`src/hw/rtl/prls_pkg.sv`:
```
`timescale 1ns / 1ps

package prls_pkg;

	// default width of the modular millisecond time base
	localparam int TIME_BITS_DEFAULT = 32;

	// register reset values
	localparam logic [7:0]  RST_ACK          = 8'd6;
	localparam logic [7:0]  RST_NAK          = 8'd21;
	localparam logic [15:0] RST_RETRY        = 16'd1000;
	localparam logic [15:0] RST_SEND_TIMEOUT = 16'd3000;
	localparam logic [15:0] RST_STARTUP      = 16'd3000;
	localparam logic [15:0] RST_IDLE         = 16'd10000;
	localparam logic [15:0] RST_MIN_RESET    = 16'd5000;

	// register indexes (byte address is 4 * index)
	localparam logic [2:0] REG_ACK          = 3'd0;
	localparam logic [2:0] REG_NAK          = 3'd1;
	localparam logic [2:0] REG_RETRY        = 3'd2;
	localparam logic [2:0] REG_SEND_TIMEOUT = 3'd3;
	localparam logic [2:0] REG_STARTUP      = 3'd4;
	localparam logic [2:0] REG_IDLE         = 3'd5;
	localparam logic [2:0] REG_MIN_RESET    = 3'd6;

	// packet kinds
	localparam logic [1:0] KIND_NONE   = 2'd0;
	localparam logic [1:0] KIND_POLL   = 2'd1;
	localparam logic [1:0] KIND_CREDIT = 2'd2;

	typedef struct packed {
		logic [7:0]  ack_code;
		logic [7:0]  nak_code;
		logic [15:0] retry_interval_ms;
		logic [15:0] send_timeout_ms;
		logic [15:0] startup_delay_ms;
		logic [15:0] idle_timeout_ms;
		logic [15:0] min_reset_interval_ms;
	} prls_cfg_t;

	typedef struct packed {
		logic [1:0] send_kind;
		logic [7:0] send_credits;
		logic       clear_credits;
		logic       uart_restart;
		logic       link_busy;
	} prls_result_t;

endpackage

```
`src/hw/rtl/poll_retry_link_supervisor_top.sv`:
```
`timescale 1ns / 1ps
// A request accepted into the input register s1 has its result registered onto m_* when
// it advances. Throughput: one request per cycle while m_tready drains the result register;
// the link state update in prls_core sits between the input and result registers.
// Reset: arst_n is asynchronous, active low; it clears all link state and timers to zero and
// loads the register defaults. No clearing pass; requests are taken right after reset.

module poll_retry_link_supervisor_top #(
	parameter int TIME_BITS = prls_pkg::TIME_BITS_DEFAULT
) (
	input  logic        clk,
	input  logic        arst_n,
	// request side
	input  logic        s_tvalid,
	output logic        s_tready,
	input  logic [15:0] s_tdata,   // [7:0] rx_byte, [15:8] credits
	input  logic        s_tuser,   // [0] mode: 0 tick, 1 received byte
	// result side
	output logic        m_tvalid,
	input  logic        m_tready,
	output logic [15:0] m_tdata,   // [7:0] send_credits, [8] clear_credits,
	                               // [9] uart_restart, [10] link_busy, [15:11] zero
	output logic [1:0]  m_tuser,   // [1:0] send_kind
	// register port
	input  logic        psel,
	input  logic        penable,
	input  logic        pwrite,
	input  logic [4:0]  paddr,
	input  logic [31:0] pwdata,
	output logic [31:0] prdata,
	output logic        pready
);
	import prls_pkg::*;

	prls_cfg_t    cfg;
	prls_result_t res;

	// input register
	logic       valid_s1;
	logic       mode_s1;
	logic [7:0] rx_s1, cred_s1;

	// result register
	logic         out_valid_q;
	prls_result_t out_q;

	logic advance;

	// the request in s1 moves on when the result slot is free or being drained
	assign advance  = valid_s1 & (~out_valid_q | m_tready);
	assign s_tready = ~valid_s1 | advance;

	prls_regs u_regs (
		.clk     (clk),
		.arst_n  (arst_n),
		.psel    (psel),
		.penable (penable),
		.pwrite  (pwrite),
		.paddr   (paddr),
		.pwdata  (pwdata),
		.prdata  (prdata),
		.pready  (pready),
		.cfg     (cfg)
	);

	prls_core #(
		.TIME_BITS (TIME_BITS)
	) u_core (
		.clk     (clk),
		.arst_n  (arst_n),
		.advance (advance),
		.mode    (mode_s1),
		.rx_byte (rx_s1),
		.credits (cred_s1),
		.cfg     (cfg),
		.res     (res)
	);

	always_ff @(posedge clk or negedge arst_n) begin
		if (!arst_n) begin
			valid_s1 <= 1'b0;
		end else if (s_tready) begin
			valid_s1 <= s_tvalid;
		end
	end

	// payload, no reset
	always_ff @(posedge clk) begin
		if (s_tready && s_tvalid) begin
			mode_s1 <= s_tuser;
			rx_s1   <= s_tdata[7:0];
			cred_s1 <= s_tdata[15:8];
		end
	end

	always_ff @(posedge clk or negedge arst_n) begin
		if (!arst_n) begin
			out_valid_q <= 1'b0;
		end else if (advance) begin
			out_valid_q <= 1'b1;
		end else if (m_tready) begin
			out_valid_q <= 1'b0;
		end
	end

	always_ff @(posedge clk) begin
		if (advance) begin
			out_q <= res;
		end
	end

	assign m_tvalid = out_valid_q;
	assign m_tuser  = out_q.send_kind;
	assign m_tdata  = {5'd0, out_q.link_busy, out_q.uart_restart, out_q.clear_credits,
		out_q.send_credits};

	// a credit packet always tells the counter to clear
	a_credit_clears: assert property (@(posedge clk) disable iff (!arst_n)
		m_tvalid && (m_tuser == KIND_CREDIT) |-> m_tdata[8])
		else $error("credit packet without clear");

	// a UART restart always goes with a poll packet
	a_restart_polls: assert property (@(posedge clk) disable iff (!arst_n)
		m_tvalid && m_tdata[9] |-> (m_tuser == KIND_POLL))
		else $error("restart without poll packet");

	// anything sent leaves the link waiting for an acknowledge
	a_sent_busy: assert property (@(posedge clk) disable iff (!arst_n)
		m_tvalid && (m_tuser != KIND_NONE) |-> m_tdata[10])
		else $error("packet sent but link not busy");

	// a stalled result with a request waiting in s1 blocks the input
	a_stall_blocks: assert property (@(posedge clk) disable iff (!arst_n)
		valid_s1 && out_valid_q && !m_tready |-> !s_tready)
		else $error("input accepted while pipeline full");

	// a request held in s1 during a stall is still there next cycle
	a_s1_held: assert property (@(posedge clk) disable iff (!arst_n)
		valid_s1 && !advance |=> valid_s1)
		else $error("request lost from input register");

endmodule

```
`src/hw/rtl/prls_regs.sv`:
```
`timescale 1ns / 1ps

module prls_regs (
	input  logic               clk,
	input  logic               arst_n,
	input  logic               psel,
	input  logic               penable,
	input  logic               pwrite,
	input  logic [4:0]         paddr,
	input  logic [31:0]        pwdata,
	output logic [31:0]        prdata,
	output logic               pready,
	output prls_pkg::prls_cfg_t cfg
);
	import prls_pkg::*;

	prls_cfg_t  cfg_q;
	logic       wr_en;
	logic [2:0] idx;

	assign pready = 1'b1;
	assign idx    = paddr[4:2];
	assign wr_en  = psel & penable & pwrite & pready;
	assign cfg    = cfg_q;

	always_ff @(posedge clk or negedge arst_n) begin
		if (!arst_n) begin
			cfg_q.ack_code              <= RST_ACK;
			cfg_q.nak_code              <= RST_NAK;
			cfg_q.retry_interval_ms     <= RST_RETRY;
			cfg_q.send_timeout_ms       <= RST_SEND_TIMEOUT;
			cfg_q.startup_delay_ms      <= RST_STARTUP;
			cfg_q.idle_timeout_ms       <= RST_IDLE;
			cfg_q.min_reset_interval_ms <= RST_MIN_RESET;
		end else if (wr_en) begin
			unique case (idx)
				REG_ACK:          cfg_q.ack_code              <= pwdata[7:0];
				REG_NAK:          cfg_q.nak_code              <= pwdata[7:0];
				REG_RETRY:        cfg_q.retry_interval_ms     <= pwdata[15:0];
				REG_SEND_TIMEOUT: cfg_q.send_timeout_ms       <= pwdata[15:0];
				REG_STARTUP:      cfg_q.startup_delay_ms      <= pwdata[15:0];
				REG_IDLE:         cfg_q.idle_timeout_ms       <= pwdata[15:0];
				REG_MIN_RESET:    cfg_q.min_reset_interval_ms <= pwdata[15:0];
				default: ;
			endcase
		end
	end

	always_comb begin
		unique case (idx)
			REG_ACK:          prdata = {24'd0, cfg_q.ack_code};
			REG_NAK:          prdata = {24'd0, cfg_q.nak_code};
			REG_RETRY:        prdata = {16'd0, cfg_q.retry_interval_ms};
			REG_SEND_TIMEOUT: prdata = {16'd0, cfg_q.send_timeout_ms};
			REG_STARTUP:      prdata = {16'd0, cfg_q.startup_delay_ms};
			REG_IDLE:         prdata = {16'd0, cfg_q.idle_timeout_ms};
			REG_MIN_RESET:    prdata = {16'd0, cfg_q.min_reset_interval_ms};
			default:          prdata = 32'd0;
		endcase
	end

endmodule

```
`src/hw/rtl/prls_core.sv`:
```
`timescale 1ns / 1ps

module prls_core #(
	parameter int TIME_BITS = prls_pkg::TIME_BITS_DEFAULT
) (
	input  logic                   clk,
	input  logic                   arst_n,
	input  logic                   advance,
	input  logic                   mode,
	input  logic [7:0]             rx_byte,
	input  logic [7:0]             credits,
	input  prls_pkg::prls_cfg_t    cfg,
	output prls_pkg::prls_result_t res
);
	import prls_pkg::*;

	localparam int TW = TIME_BITS;

	logic [TW-1:0] now_q, last_att_q, series_q, last_act_q, last_rst_q;
	logic          started_q, awaiting_q;
	logic [7:0]    last_cred_q;

	logic [TW-1:0] now_n, last_att_n, series_n, last_act_n, last_rst_n;
	logic          started_n, awaiting_n;
	logic [7:0]    last_cred_n;

	logic [TW-1:0] now_t, series_end, retry_at;
	logic          idle_exp, too_soon, new_cred;
	logic [1:0]    kind;
	logic          restart;

	// time after the tick and the deadlines it is checked against
	assign now_t      = now_q + TW'(1);
	assign series_end = series_q + TW'(cfg.send_timeout_ms);
	assign retry_at   = last_att_q + TW'(cfg.retry_interval_ms);
	assign idle_exp   = (now_t - last_act_q) > TW'(cfg.idle_timeout_ms);
	assign too_soon   = ((now_t - last_rst_q) < TW'(cfg.min_reset_interval_ms))
		&& (last_rst_q != '0);
	assign new_cred   = (credits != 8'd0) && (credits != last_cred_q);

	always_comb begin
		now_n       = now_q;
		started_n   = started_q;
		awaiting_n  = awaiting_q;
		last_att_n  = last_att_q;
		series_n    = series_q;
		last_cred_n = last_cred_q;
		last_act_n  = last_act_q;
		last_rst_n  = last_rst_q;
		kind        = KIND_NONE;
		restart     = 1'b0;
		if (mode) begin
			last_act_n = now_q;
			if (rx_byte == cfg.ack_code) begin
				awaiting_n  = 1'b0;
				last_att_n  = '0;
				series_n    = '0;
				last_cred_n = 8'd0;
			end
		end else begin
			now_n     = now_t;
			started_n = started_q | (now_t >= TW'(cfg.startup_delay_ms));
			if (started_n && idle_exp) begin
				awaiting_n  = 1'b0;
				last_att_n  = '0;
				series_n    = '0;
				last_cred_n = 8'd0;
				last_act_n  = now_t;
				if (!too_soon) begin
					restart    = 1'b1;
					last_rst_n = now_t;
					series_n   = now_t;
					last_att_n = now_t;
					awaiting_n = 1'b1;
					kind       = KIND_POLL;
				end
			end else if (started_n && !awaiting_q) begin
				if (new_cred) begin
					last_cred_n = credits;
					series_n    = now_t;
					last_att_n  = now_t;
					awaiting_n  = 1'b1;
					last_act_n  = now_t;
					kind        = KIND_CREDIT;
				end else if ((now_t > series_end) || (series_q == '0)) begin
					series_n   = now_t;
					last_att_n = now_t;
					awaiting_n = 1'b1;
					last_act_n = now_t;
					kind       = KIND_POLL;
				end
			end else if (started_n) begin
				// resend inside the series
				if ((now_t > retry_at) && (now_t < series_end)) begin
					last_att_n = now_t;
					last_act_n = now_t;
					if (new_cred) begin
						last_cred_n = credits;
						kind        = KIND_CREDIT;
					end else begin
						kind = KIND_POLL;
					end
				end
				// series over: start a fresh one
				if (now_t > series_end) begin
					series_n   = now_t;
					last_att_n = now_t;
					awaiting_n = 1'b1;
					last_act_n = now_t;
					if (credits != 8'd0) begin
						last_cred_n = credits;
						kind        = KIND_CREDIT;
					end else begin
						last_cred_n = 8'd0;
						kind        = KIND_POLL;
					end
				end
			end
		end
	end

	always_ff @(posedge clk or negedge arst_n) begin
		if (!arst_n) begin
			now_q       <= '0;
			started_q   <= 1'b0;
			awaiting_q  <= 1'b0;
			last_att_q  <= '0;
			series_q    <= '0;
			last_cred_q <= 8'd0;
			last_act_q  <= '0;
			last_rst_q  <= '0;
		end else if (advance) begin
			now_q       <= now_n;
			started_q   <= started_n;
			awaiting_q  <= awaiting_n;
			last_att_q  <= last_att_n;
			series_q    <= series_n;
			last_cred_q <= last_cred_n;
			last_act_q  <= last_act_n;
			last_rst_q  <= last_rst_n;
		end
	end

	assign res.send_kind     = kind;
	assign res.send_credits  = (kind == KIND_CREDIT) ? credits : 8'd0;
	assign res.clear_credits = (kind == KIND_CREDIT);
	assign res.uart_restart  = restart;
	assign res.link_busy     = awaiting_n;

endmodule
```
`config.mk`:
```
export PLATFORM = sky130hd
export DESIGN_NAME = poll_retry_link_supervisor_top
export DESIGN_NICKNAME = d
export VERILOG_FILES = /design/src/hw/rtl/prls_pkg.sv /design/src/hw/rtl/poll_retry_link_supervisor_top.sv /design/src/hw/rtl/prls_regs.sv /design/src/hw/rtl/prls_core.sv
export SDC_FILE = /design/constraint.sdc
export NUM_CORES = 1
export LEC_CHECK = 0
export ABC_AREA = 1
export BUFFER_PORTS_ARGS = -buffer_cell sky130_fd_sc_hd__buf_4
export CAP_MARGIN = 20
export CORE_MARGIN = 2
export CORE_UTILIZATION = 40
export DETAILED_ROUTE_END_ITERATION = 12
export GPL_TIMING_DRIVEN = 1
export HOLD_SLACK_MARGIN = 0.05
export SETUP_SLACK_MARGIN = 0.5
export SLEW_MARGIN = 10
export SYNTH_ARGS = -nofsm -noshare
export SYNTH_HDL_FRONTEND = slang
export SYNTH_SLANG_ARGS = --single-unit
```
`constraint.sdc`:
```
create_clock -name clk -period 8.1 [get_ports clk]
set_input_delay 1.215 -clock clk [delete_from_list [all_inputs] [get_ports clk]]
set_output_delay 1.215 -clock clk [all_outputs]
set_load 0.03 [all_outputs]
```
==> results of run 1 <==
power by group:
group	internal (mW)	switching [mW]
registers	1.82	0.224
logic	1.90	3.91
clock network	1.03	0.703
cell families after synthesis:
kind of cell	synth area share, %
AND/OR/NAND/NOR	31.38
buffers and inverters	10.59
AO/OA/AOI/OAI	11.00
flip-flops	31.77
adder cells (fa/ha/maj)	11.04
XOR/XNOR	4.188
other	0.03119
through the flow:
stage | util [%] | instance area (um^2) | worst slack (ns) | total power [mW]
after floorplan | - | 24160 | 3.307 | 6.141
after global placement | 42.90 | 25420 | 1.288 | 7.776
after detailed placement | 42.90 | 25420 | 1.230 | 7.848
after CTS | 45.03 | 26680 | 1.175 | 9.608
after global routing | 45.14 | 26740 | 0.6465 | 10.49
final | 45.14 | 26740 | 1.420 | 9.591
flip-flops by register name, indices dropped and copies added, names as in the netlist, 2 cells and up:
| signal | count |
|---|---|
| u_regs.cfg | 96 |
| u_core.last_act_q | 32 |
| u_core.last_att_q | 32 |
| u_core.last_rst_q | 32 |
| u_core.now_q | 32 |
| u_core.series_q | 32 |
| m_tdata | 11 |
| cred_s1 | 8 |
| rx_s1 | 8 |
| u_core.last_cred_q | 8 |
| m_tuser | 2 |
metal layers:
| metal | routed length (um) | share of wire (%) |
|---|---|---|
| met1 | 36990 | 45 |
| met2 | 34700 | 42 |
| met3 | 6232 | 7.6 |
| met4 | 3847 | 4.7 |
| met5 | 0 | 0 |
worst min-delay path, cell delays in order (launching register included):
cell	delay, ns
dfrtp_1	0.34
nand2_1	0.05
nand2_1	0.05
synthesized netlist by cell type, types with 7 or more instances:
cell type,number
nand2_1,1259
inv_1,532
nor2_1,248
o21ai_0,236
dfrtp_1,233
ha_1,206
a21oi_1,170
nand3_1,164
xor2_1,81
clkbuf_1,42
nand4_1,42
nor3_1,41
dfstp_2,35
buf_4,32
xnor2_1,31
edfxtp_1,30
buf_2,20
o22ai_1,18
a221oi_1,13
o21ai_1,13
nand3b_1,12
nor4_1,11
nand2_2,10
nor2_2,9
o21bai_1,8
and2_1,7
nor2_4,7
o21a_1,7
cell type report:
type	count	area, um^2
inverters	538	2019
clock inverters	16	181.4
fillers	6207	32500
repair buffers	108	865.8
clock buffers	50	1077
well taps	773	967.2
flip-flops and latches	298	7651
multi-input cells	2671	13980
worst min-delay path by stage:
stage	start	end	depth (start not counted)
6_report	u_core.last_act_q[13]	u_core.last_act_q[13]	2
5_1_grt	u_core.last_act_q[7]	u_core.last_act_q[7]	2
4_1_cts	u_core.last_act_q[13]	u_core.last_act_q[13]	2
3_5_place_dp	u_core.last_act_q[13]	u_core.last_act_q[13]	2
3_3_place_gp	u_core.last_act_q[26]	u_core.last_act_q[26]	2
2_1_floorplan	u_core.last_act_q[10]	u_core.last_act_q[10]	2
==> results.tsv, run 1 <==
metric	value	unit
fin crit share	82.46	%
ys flop type	dfrtp_1	
Avg Cell Area, Syn	6.719	um^2
Clock Latency Late Sink	0.57	ns
r2r worst-path depth	35	
reg-to-reg critical path startpoint	u_regs.cfg[48]	
grt total ovfl	0	
DIE WIDTH	249.4	um
critical path's most frequent cell	nand2_1	
Worst path slowest cell	nor2_4	
Max Cap Violations	0	
Hold Crit Class	reg2reg	
Hold-fix buffers, CTS	0	
met2 Resource Use GR	39.23	%
Hold WS	0.4702	ns
post-synthesis sequential area ratio	31.77	%
Clock transition at path regs	0.06	ns
commonest non-fill, non-tap cell in the layout	nand2_1	
Top Ports	114	
Overall Global Routing Usage	26.25	%
routing usage on met3	4.472	%
Initial DRT Pass Iterations	6	
Worst Path Required	8.53	ns
area leader, netlist	dfrtp_1	
Worst EP arrival	7.11	ns
reg2reg setup slack	1.42	ns
clock skew	0.02929	ns
Crit. End Element	flop	
Setup crit start	u_regs.cfg[48]	
vias in the first global route	20850	
cell leakage power	14.19	nW
Fmax	0.1497	GHz
setup violators final	0	
Mapped Cells	3584	
startpoint type of the worst setup path	flop	
highest cell delay on the worst timing path	0.55	ns
CP Capture Point	u_core.last_act_q[6]	
CTS tree	done	
WP buf/inv	1	
most frequent cells in the layout	nand2_1 (1259), inv_1 (532), nor2_1 (245)	
Initial Util	40.65	%
Pwr Density	358.6	mW/mm^2
Crit path depth	35	
Worst Setup Path Type	reg2reg	
met1 usage	37.18	%
peak supply drop	0.1629	mV
CP Max Fanout	33	
Least-Margin Pin Slew	1.076	ns
antenna violations before repair	0	
Period minus WS final	6.680	ns
RSZ-0062 raised after global routing	no	
Most Crowded Layer GR	met2	
status	completed	
largest net degree at the start of global routing	112	
fin. max-slew vios	0	
Post-Route WL	81.77	mm
dominant cells by area after synthesis	dfrtp_1 (24%), nand2_1 (20%), ha_1 (11%)	
via count of the routed design	22770	
Final #Nets	3925	
Port Buf Inserts	73	
Placed Cells	4385	
final hold vios	0	
vias per inst	5.111	
Distinct cells, synth	53	
die footprint	0.06218	mm^2
Post-synth EDFFs	30	
WL per Instance	18.36	um
# diodes	0	
Slew Limit Headroom	27.30	%
Post-CTS Setup Inserts	0	
H-tree depth	2	
placer's final routability congestion estimate	0.9585	
initial drt markers	1932	
Routed Antenna Nets	0	
wire length of the first global-routing pass	125.1	mm
CTS Sinks	298	
Synth warnings	0	
Post-DP HPWL	63.56	mm
Synth async-reset ratio	89.93	%
die height	249.4	um
CTS Root Cell	clkbuf_16	
post-synth top area share	24.21	%
Area Overhead vs Synth	11.06	%
Cell Area, Synth	0.02408	mm^2
Residual DRC	0	
worst reg2reg path endpoint	u_core.last_act_q[6]	
Yosys reg bits	298	
Final Non-Filler Cells	4454	
core area	0.05924	mm^2
CTS resizes	0	
FP Rows	89	
delay-heaviest family, CP	simple AND/OR/NAND/NOR gates	
Num CTS Buffers	37	
proportion of layout cells with a drive suffix above 1	6.955	%
buffer depth of the longest clock path	3	
setup TNS	0	ns
(Power assumes the default switching activity.)
==> run 2: changes to the inputs <==
clock period = 6.4 ns   (was 8.1 ns; I/O delays follow)
==> results.tsv, run 2 (same netlist as run 1, synthesis figures left out) <==
metric	value	unit	change
Post-Route WL	81.01	mm	-0.92%
Crit. End Element	flop		
CTS tree	done		
peak supply drop	0.1705	mV	+4.7%
Top Ports	114		unchanged
Least-Margin Pin Slew	1.047	ns	-0.02957 ns
Num CTS Buffers	37		unchanged
critical path's most frequent cell	nand2_1		
Clock Latency Late Sink	0.56	ns	about the same
proportion of layout cells with a drive suffix above 1	8.925	%	+2.0 points
worst reg2reg path endpoint	u_core.series_q[14]		
startpoint type of the worst setup path	flop		
status	completed		
final hold vios	0		unchanged
Final #Nets	3962		+0.94%
placer's final routability congestion estimate	0.9472		-1.2%
grt total ovfl	0		unchanged
Area Overhead vs Synth	13.30	%	
die height	249.4	um	unchanged
WL per Instance	18.03	um	-1.8%
Residual DRC	0		unchanged
setup violators final	0		unchanged
Util after Layout	46.05	%	+0.91 points
highest cell delay on the worst timing path	0.44	ns	-0.11 ns
setup TNS	0	ns	unchanged
largest net degree at the start of global routing	88		-21%
Overall Global Routing Usage	25.97	%	-0.28 points
Slew Limit Headroom	29.30	%	+2.0 points
Period minus WS final	5.513	ns	-1.166 ns
via count of the routed design	22780		+0.066%
Initial Util	40.65	%	unchanged
cell leakage power	14.42	nW	+1.7%
Worst path slowest cell	xor2_1		
Worst Setup Path Type	reg2reg		
Clock transition at path regs	0.07	ns	about the same
Pwr Density	455.9	mW/mm^2	+27%
H-tree depth	2		unchanged
WP buf/inv	5		+4
clock skew	0.01489	ns	-0.01440 ns
Setup crit start	u_core.now_q[0]		
die footprint	0.06218	mm^2	unchanged
reg-to-reg critical path startpoint	u_core.now_q[0]		
vias in the first global route	21160		+1.5%
max FFs per register	96		unchanged
FP Rows	89		unchanged
reg2reg setup slack	0.89	ns	-0.53 ns
DIE WIDTH	249.4	um	unchanged
initial drt markers	1949		+0.88%
core area	0.05924	mm^2	unchanged
r2r worst-path depth	31		-11%
vias per inst	5.070		-0.80%
CP Max Fanout	32		-3.0%
CP Capture Point	u_core.series_q[14]		
commonest non-fill, non-tap cell in the layout	nand2_1		
most frequent cells in the layout	nand2_1 (1257), inv_1 (531), nor2_1 (240)		
Max Cap Violations	0		unchanged
wire length of the first global-routing pass	124.6	mm	-0.41%
Hold-fix buffers, CTS	0		unchanged
Hold Crit Class	in2async		
Initial DRT Pass Iterations	8		+2
Worst Path Required	6.90	ns	-1.63 ns
fin. max-slew vios	0		unchanged
delay-heaviest family, CP	simple AND/OR/NAND/NOR gates		
RSZ-0062 raised after global routing	no		
# diodes	0		unchanged
Crit path depth	31		-11%
CTS Root Cell	clkbuf_16		
Post-DP HPWL	63.67	mm	+0.18%
Fmax	0.1814	GHz	+21%
buffer depth of the longest clock path	3		unchanged
Worst EP arrival	6.01	ns	-1.10 ns
antenna violations before repair	0		unchanged
Port Buf Inserts	73		unchanged
Routed Antenna Nets	0		unchanged
fin crit share	86.14	%	+3.7 points
Hold WS	0.4002	ns	-0.07001 ns
CTS Sinks	298		unchanged
==> run 2: changes by cell type in the layout (fill, tap and decap cells not counted), sizes merged <==
cell	delta
nor2	+1
buf	+36
clkinv	+1
bufinv	+2
clkinvlp	-4
inv	+3
==> run 2: timing repair <==
action                     in CTS  in global routing
setup endpoints to repair      90                149
buffers inserted                0                  5
resized for setup               5                 45
pin swaps                       1                  5
gates cloned                    1                  0
==> run 2: where the power goes <==
part / leakage [nW] / switching, mW / internal (mW)
sequential: 3.72 / 0.294 / 2.30
clock: 0.644 / 0.894 / 1.38
combinational: 10.1 / 4.97 / 2.59
==> run 2: per-stage QoR <==
stage	area [um^2]	power [mW]	setup WS [ns]	cells
finish	27280	12.44	0.8867	4493
global route	27280	13.62	0.5084	4493
CTS	27040	12.38	0.5034	4485
detailed placement	25710	10.04	0.3370	4416
global placement	25690	9.958	0.3995	4415
floorplan	24160	7.772	1.607	3604
==> run 2: layout make-up <==
class | count | area (um^2)
Timing Repair Buffer | 144 | 1189
Sequential cell | 298 | 7659
Tap cell | 773 | 967.2
Inverter | 538 | 2019
Fill cell | 6251 | 31960
Clock buffer | 50 | 1067
Multi-Input combinational cell | 2672 | 14150
Clock inverter | 18 | 236.5
==> run 2: worst min-delay path by stage <==
stage / startpoint / to / slack [ns] / cells past startpoint
after floorplan: u_core.last_act_q[10] / u_core.last_act_q[10] / 0.44 / 2
after CTS: arst_n / u_core.last_act_q[25] / 0.44 / 1
after global routing: arst_n / u_core.last_act_q[25] / 0.46 / 1
after detailed placement: u_core.last_act_q[26] / u_core.last_act_q[26] / 0.46 / 2
after global placement: u_core.last_act_q[21] / u_core.last_act_q[21] / 0.45 / 2
final: arst_n / u_core.last_act_q[25] / 0.40 / 1
==> run 2: routing by layer <==
layer | vias to the layer above | track usage (%) | share of wire (%)
met5 | - | 0 | 0
met4 | 0 | 10.03 | 3.9
met3 | 118 | 4.002 | 6.9
met2 | 665 | 39.66 | 43
met1 | 10410 | 36.81 | 46
li1 | 11590 | - | -
